[config.mk]
export PLATFORM = sky130hd
export DESIGN_NAME = kdar_div
export DESIGN_NICKNAME = d
export VERILOG_FILES = /design/src/rtl/core/kdar_pkg.sv /design/src/rtl/core/kdar_div.sv
export SDC_FILE = /design/constraint.sdc
export NUM_CORES = 1
export LEC_CHECK = 0
export ABC_CLOCK_PERIOD_IN_PS = 5500
export BUFFER_PORTS_ARGS = -buffer_cell sky130_fd_sc_hd__buf_4
export CAP_MARGIN = 10
export CORE_MARGIN = 1.5
export CORE_UTILIZATION = 55
export CTS_BUF_LIST = sky130_fd_sc_hd__clkbuf_16
export DETAILED_ROUTE_END_ITERATION = 8
export PLACE_DENSITY = 0.79
export SYNTH_ARGS = -nofsm -noshare
export SYNTH_HDL_FRONTEND = slang
export SYNTH_SLANG_ARGS = --single-unit
[constraint.sdc]
create_clock -name i_clk -period 5.5 [get_ports i_clk]
set_input_delay 1.1 -clock i_clk [delete_from_list [all_inputs] [get_ports i_clk]]
set_output_delay 1.1 -clock i_clk [all_outputs]
set_load 0.005 [all_outputs]
[src/rtl/core/kdar_pkg.sv]
// Shared constants and codes for the key debounce and auto-repeat core.
`timescale 1ns / 1ps
package kdar_pkg;
    localparam int KEY_SLOTS = 32;
    localparam int KIDX_W    = (KEY_SLOTS > 1) ? $clog2(KEY_SLOTS) : 1;
    localparam int DIV_STEPS = 32;
    localparam int DCNT_W    = $clog2(DIV_STEPS);

    localparam logic [2:0] OP_KEY    = 3'd0;
    localparam logic [2:0] OP_TICK   = 3'd1;
    localparam logic [2:0] OP_STOP   = 3'd2;
    localparam logic [2:0] OP_RESTART = 3'd3;
    localparam logic [2:0] OP_RELALL = 3'd4;

    localparam logic [1:0] KIND_PRESS   = 2'd0;
    localparam logic [1:0] KIND_REPEAT  = 2'd1;
    localparam logic [1:0] KIND_RELEASE = 2'd2;

    localparam logic [2:0] REG_DEBOUNCE = 3'd0;
    localparam logic [2:0] REG_DELAY    = 3'd1;
    localparam logic [2:0] REG_PERIOD   = 3'd2;
    localparam logic [2:0] REG_WHEEL_UP = 3'd3;
    localparam logic [2:0] REG_WHEEL_DN = 3'd4;
    localparam logic [2:0] REG_CAPS     = 3'd5;

    localparam logic [7:0] LVL_FULL = 8'hFF;
endpackage

[src/rtl/core/kdar_div.sv]
// Bit-serial remainder unit: one restoring step per cycle.
`timescale 1ns / 1ps
module kdar_div (
    input  logic        i_clk,
    input  logic        i_rst_n,
    input  logic        i_start,
    input  logic [31:0] i_dividend,
    input  logic [19:0] i_divisor,
    output logic        o_done,
    output logic [19:0] o_rem
);
    import kdar_pkg::*;

    logic              r_busy;
    logic              r_done;
    logic [DCNT_W-1:0] r_cnt;
    logic [31:0]       r_dvd;
    logic [19:0]       r_dvs;
    logic [19:0]       r_rem;
    logic [20:0]       trial;
    logic              ge;
    logic [20:0]       n_rem;

    assign trial = {r_rem, r_dvd[31]};
    assign ge    = trial >= {1'b0, r_dvs};
    assign n_rem = ge ? (trial - {1'b0, r_dvs}) : trial;

    always_ff @(posedge i_clk) begin
        if (!i_rst_n) begin
            r_busy <= 1'b0;
            r_done <= 1'b0;
            r_cnt  <= '0;
        end else begin
            r_done <= 1'b0;
            if (i_start) begin
                r_busy <= 1'b1;
                r_cnt  <= '0;
            end else if (r_busy) begin
                r_cnt <= r_cnt + 1'b1;
                if (r_cnt == DCNT_W'(DIV_STEPS - 1)) begin
                    r_busy <= 1'b0;
                    r_done <= 1'b1;
                end
            end
        end
    end

    always_ff @(posedge i_clk) begin
        if (i_start) begin
            r_dvd <= i_dividend;
            r_dvs <= i_divisor;
            r_rem <= '0;
        end else if (r_busy) begin
            r_dvd <= {r_dvd[30:0], 1'b0};
            r_rem <= n_rem[19:0];
        end
    end

    assign o_done = r_done;
    assign o_rem  = r_rem;
endmodule

==> metrics.log <==
INFO  metric run_status = completed
INFO  metric max_slew.worst_pin.slew = around 0.88 ns
INFO  metric holdBufCountCts = 0
INFO  metric post_synthesis_cell_count = 365
INFO  metric critical_path.endpoint_type = flip-flop
INFO  metric routed_via_density = roughly 5.5
INFO  metric synthDominantAreaCellType = sky130_fd_sc_hd__edfxtp_1
INFO  metric clk_root_buffer_cell = sky130_fd_sc_hd__clkbuf_16
INFO  metric netSwitchingFraction = 26.5%
INFO  metric largest_net_degree_at_the_start_of_global_routing = between 70 and 80
INFO  metric p_seq_share = 46.0%
INFO  metric antenna_left = 0
INFO  metric std_cell_rows = 31
INFO  metric synth_cell_types = 50
INFO  metric netlist_top_cells_area = sky130_fd_sc_hd__edfxtp_1 38%, sky130_fd_sc_hd__dfxtp_1 13%, sky130_fd_sc_hd__mux2_2 8.4%, sky130_fd_sc_hd__ha_1 6.6%, sky130_fd_sc_hd__nor2_1 4.0%
INFO  metric synth_top_area_share = around 38%
INFO  metric ys_async_sr_fraction = 0%
INFO  metric ys_seq_area_share = between 50% and 60%
INFO  metric finalInstanceArea = a little over 5000 um2
INFO  metric clk-insertion-delay-late = 0.33 ns
INFO  metric wirelength = roughly 8 mm
INFO  metric synth.cell_area = ~4200 um2
INFO  metric cts_htree_levels = 3
INFO  metric tritoncts.num_buffers = 9
INFO  metric layout_min_cycle_time = roughly 3.1 ns
INFO  metric floorplan.die_area = 8080 um2
INFO  metric hold-worst-slack = ~0.52 ns
INFO  metric antenna_found_initial = 0
INFO  metric power.switching = 0.000412 W
INFO  metric skew = 0.00744 ns
INFO  metric dpl-instance-area = ~4800 um2
INFO  metric tritoncts = done
INFO  metric internal_power = around 0.0011 W
INFO  metric diodes = 0
INFO  metric grt_overflow_total = 0
INFO  metric grt_first_pass_wirelength = 13.3 mm
INFO  metric crit_fanout = 23
INFO  metric setup_violations = 0
INFO  metric chipHeight = 89.9 um
INFO  metric final-max-slew-violation-count = 0
INFO  metric wl_per_cell = 14.8 um
INFO  metric power_density = slightly above 300 nW/um2
INFO  metric cp-start-kind = flip-flop
INFO  metric setup_total_negative_slack = 0 ns
INFO  metric post-route-drc-count = 0
INFO  metric portBuffers = 75
INFO  metric ys_dominant_reg_cell = sky130_fd_sc_hd__edfxtp_1
INFO  metric via_count_of_the_first_global_routing_pass = just under 3k
INFO  metric synth_enable_flop_cells = 52
INFO  metric synth_warnings = 0
INFO  metric design.core.area = 7290 um2
INFO  metric final-hold-violation-count = 0
INFO  metric power_frac_comb = ~19%
INFO  metric worst_ep_arrival_time = 3.26 ns
INFO  metric postCtsResizedCells = 0
INFO  metric ir_worst_vdd = 0.184 mV
INFO  metric initial_core_util = a little under three fifths
INFO  metric finalWeightedCongestion = between 0.8 and 0.9
INFO  metric drive_above_1_share = roughly 29%
INFO  metric setup.worst_path.class = flip-flop to flip-flop
INFO  metric postSynthNetCount = roughly 440
INFO  metric cellLeakagePower = around 2.2 nW
INFO  metric hp-class = flip-flop to flip-flop
INFO  metric worstPathRequired = 5.67 ns
INFO  metric routed-via-count = roughly 3.0k
INFO  metric final_util = between 60 and 70%
INFO  metric globalRouteTotalUtil = between 20% and 30%
INFO  metric postSynthRegisterBits = 79
INFO  metric boundaryPins = between 70 and 80
INFO  metric clock_transition_at_the_register_clock_pins_on_the_worst_setup_and_hold_paths_after_cts = approximately 0.06 ns
INFO  metric max_slew_margin = between 40% and 50%
INFO  metric fmax = 324 MHz
INFO  metric ff2ff_setup_slack = roughly 2.4 ns
INFO  metric place_hpwl = between 5 and 6 mm
INFO  metric synthesis.area_per_instance = 11.4 um2
INFO  metric dp.cells = about 530
INFO  metric drt_iter0_markers = around 110
INFO  metric final.period_utilization = a little under three fifths
INFO  metric num-fill-cells = 577
INFO  metric firstDrtPassIters = 5
INFO  metric ctsLongestPathBuffers = 2
INFO  metric clkPwrFrac = 34.7%
INFO  metric fp.dieW = ~90 um
INFO  metric final-instance-count-excl-fill = around 540
INFO  metric area_growth = 21.7%
INFO  metric post_cts_buffers = 0
INFO  metric final_nets = between 500 and 600
INFO  metric number_of_max_capacitance_violations_reported = 0
INFO  metric grt_setup_unrepaired = false
INFO  metric cts_num_sinks = 79
==> routing by layer <==
metal | track usage [%] | vias up | wire length [um]
met4 | 6.75 | 0 | 119
met2 | 34.7 | 86 | 3960
li1 | - | 1487 | -
met3 | 7.36 | 10 | 501
met1 | 24.1 | 1380 | 3450
met5 | 0 | - | 0
==> kinds of logic after synthesis <==
logic type,after synthesis,synth area share (%)
xor gates and xnor gates,16,3.38
and+or+nand+nor,84,9.04
DFF,79,50.6
muxes,47,12.3
adders and majority gates,23,7.11
AOI/OAI and AO/OA,76,13.4
buffers and inverters,40,4.10
==> path summary, 6_finish.rpt <==
kind | startpoint | endpoint | cells after the start
setup / recovery | r_dvs[10]$_DFFE_PP_ | o_rem[17]$_SDFFE_PP0P_ | 10
setup reg to reg | r_dvs[10]$_DFFE_PP_ | o_rem[17]$_SDFFE_PP0P_ | 10
hold reg to reg | r_cnt[3]$_SDFFE_PP0P_ | r_cnt[3]$_SDFFE_PP0P_ | 2
hold / removal | r_cnt[3]$_SDFFE_PP0P_ | r_cnt[3]$_SDFFE_PP0P_ | 2
==> metrics by stage <==
stage          setup slack (ns)  total power, W
3_5_place_dp               2.42         0.00102
4_1_cts                    2.42         0.00157
2_1_floorplan              2.90        0.000933
3_3_place_gp               2.51         0.00101
5_1_grt                    2.10         0.00163
6_report                   2.41         0.00156
==> area by class of cell <==
type / instances / area, um2 / share of cell area [%]
repair buffers: 77 / 578 / 11.4
clock inverters: 7 / 48.8 / 0.966
clock buffers: 9 / 225 / 4.46
well taps: 99 / 124 / 2.45
flip-flops and latches: 79 / 2100 / 41.6
inverters: 25 / 93.8 / 1.86
multi-input cells: 246 / 1880 / 37.2
==> power groups by stage <==
stage                     sequential, W  combinational, W  clock [W]
after global placement         0.000725          0.000289          0
after detailed placement       0.000727          0.000297          0
after global routing           0.000721          0.000331   0.000577
after CTS                      0.000716          0.000300   0.000552
final                          0.000715          0.000300   0.000540
after floorplan                0.000721          0.000212          0
==> sequential cells by signal, summed over array words and instances (netlist names) <==
register / cells
r_cnt: 5
r_dvd: 32
r_dvs: 20
r_busy: 1
o_done: 1
o_rem: 20
==> cell usage in the layout (no fill, tap or decap), types with 3 or more instances in the layout <==
master / synthesis / final
sky130_fd_sc_hd__ha_1: 22 / 22
sky130_fd_sc_hd__clkbuf_16: 0 / 9
sky130_fd_sc_hd__o21bai_1: 3 / 3
sky130_fd_sc_hd__xnor2_1: 9 / 9
sky130_fd_sc_hd__nand2_1: 14 / 14
sky130_fd_sc_hd__a21o_1: 4 / 4
sky130_fd_sc_hd__xor2_1: 7 / 7
sky130_fd_sc_hd__nor2_1: 44 / 44
sky130_fd_sc_hd__edfxtp_1: 52 / 52
sky130_fd_sc_hd__nand3_1: 4 / 4
sky130_fd_sc_hd__nor3_1: 5 / 5
sky130_fd_sc_hd__a211oi_1: 21 / 21
sky130_fd_sc_hd__buf_4: 1 / 77
sky130_fd_sc_hd__nand4_1: 3 / 3
sky130_fd_sc_hd__dfxtp_1: 27 / 27
sky130_fd_sc_hd__o21ai_0: 7 / 7
sky130_fd_sc_hd__o21a_1: 6 / 6
sky130_fd_sc_hd__a311oi_1: 3 / 3
sky130_fd_sc_hd__mux2_2: 31 / 31
sky130_fd_sc_hd__a21oi_1: 15 / 15
sky130_fd_sc_hd__inv_1: 25 / 26
sky130_fd_sc_hd__mux2i_1: 14 / 14
==> Yosys cell counts (2+ instances only) <==
| library cell | number |
|---|---|
| sky130_fd_sc_hd__nor3b_1 | 2 |
| sky130_fd_sc_hd__o21ai_0 | 7 |
| sky130_fd_sc_hd__o21bai_1 | 3 |
| sky130_fd_sc_hd__o21ai_1 | 2 |
| sky130_fd_sc_hd__inv_1 | 25 |
| sky130_fd_sc_hd__a311oi_1 | 3 |
| sky130_fd_sc_hd__ha_1 | 22 |
| sky130_fd_sc_hd__buf_1 | 6 |
| sky130_fd_sc_hd__mux2_1 | 2 |
| sky130_fd_sc_hd__nand2_2 | 2 |
| sky130_fd_sc_hd__mux2i_1 | 14 |
| sky130_fd_sc_hd__a41oi_1 | 2 |
| sky130_fd_sc_hd__xor2_1 | 7 |
| sky130_fd_sc_hd__buf_6 | 2 |
| sky130_fd_sc_hd__a21o_1 | 4 |
| sky130_fd_sc_hd__nor2_1 | 44 |
| sky130_fd_sc_hd__clkbuf_1 | 5 |
| sky130_fd_sc_hd__a2111o_1 | 2 |
| sky130_fd_sc_hd__a21oi_1 | 15 |
| sky130_fd_sc_hd__dfxtp_1 | 27 |
| sky130_fd_sc_hd__o21a_1 | 6 |
| sky130_fd_sc_hd__edfxtp_1 | 52 |
| sky130_fd_sc_hd__o31a_1 | 2 |
| sky130_fd_sc_hd__nand2_1 | 14 |
| sky130_fd_sc_hd__nand4_1 | 3 |
| sky130_fd_sc_hd__xnor2_1 | 9 |
| sky130_fd_sc_hd__nand2b_1 | 2 |
| sky130_fd_sc_hd__a211oi_1 | 21 |
| sky130_fd_sc_hd__mux2_2 | 31 |
| sky130_fd_sc_hd__nand3_1 | 4 |
| sky130_fd_sc_hd__nor3_1 | 5 |
| sky130_fd_sc_hd__and3_1 | 2 |
==> critical path, stage by stage, from the launching register on <==
cell and delay (ns):
sky130_fd_sc_hd__edfxtp_1 0.36, sky130_fd_sc_hd__inv_1 0.07, sky130_fd_sc_hd__ha_1 0.29, sky130_fd_sc_hd__a211oi_1 0.28, sky130_fd_sc_hd__nor2_1 0.14, sky130_fd_sc_hd__or3_1 0.35
sky130_fd_sc_hd__o21ai_1 0.12, sky130_fd_sc_hd__a22o_1 0.68, sky130_fd_sc_hd__buf_4 0.33, sky130_fd_sc_hd__mux2i_1 0.20, sky130_fd_sc_hd__a211oi_1 0.09
No activity file was read; power rests on OpenSTA's default activity.
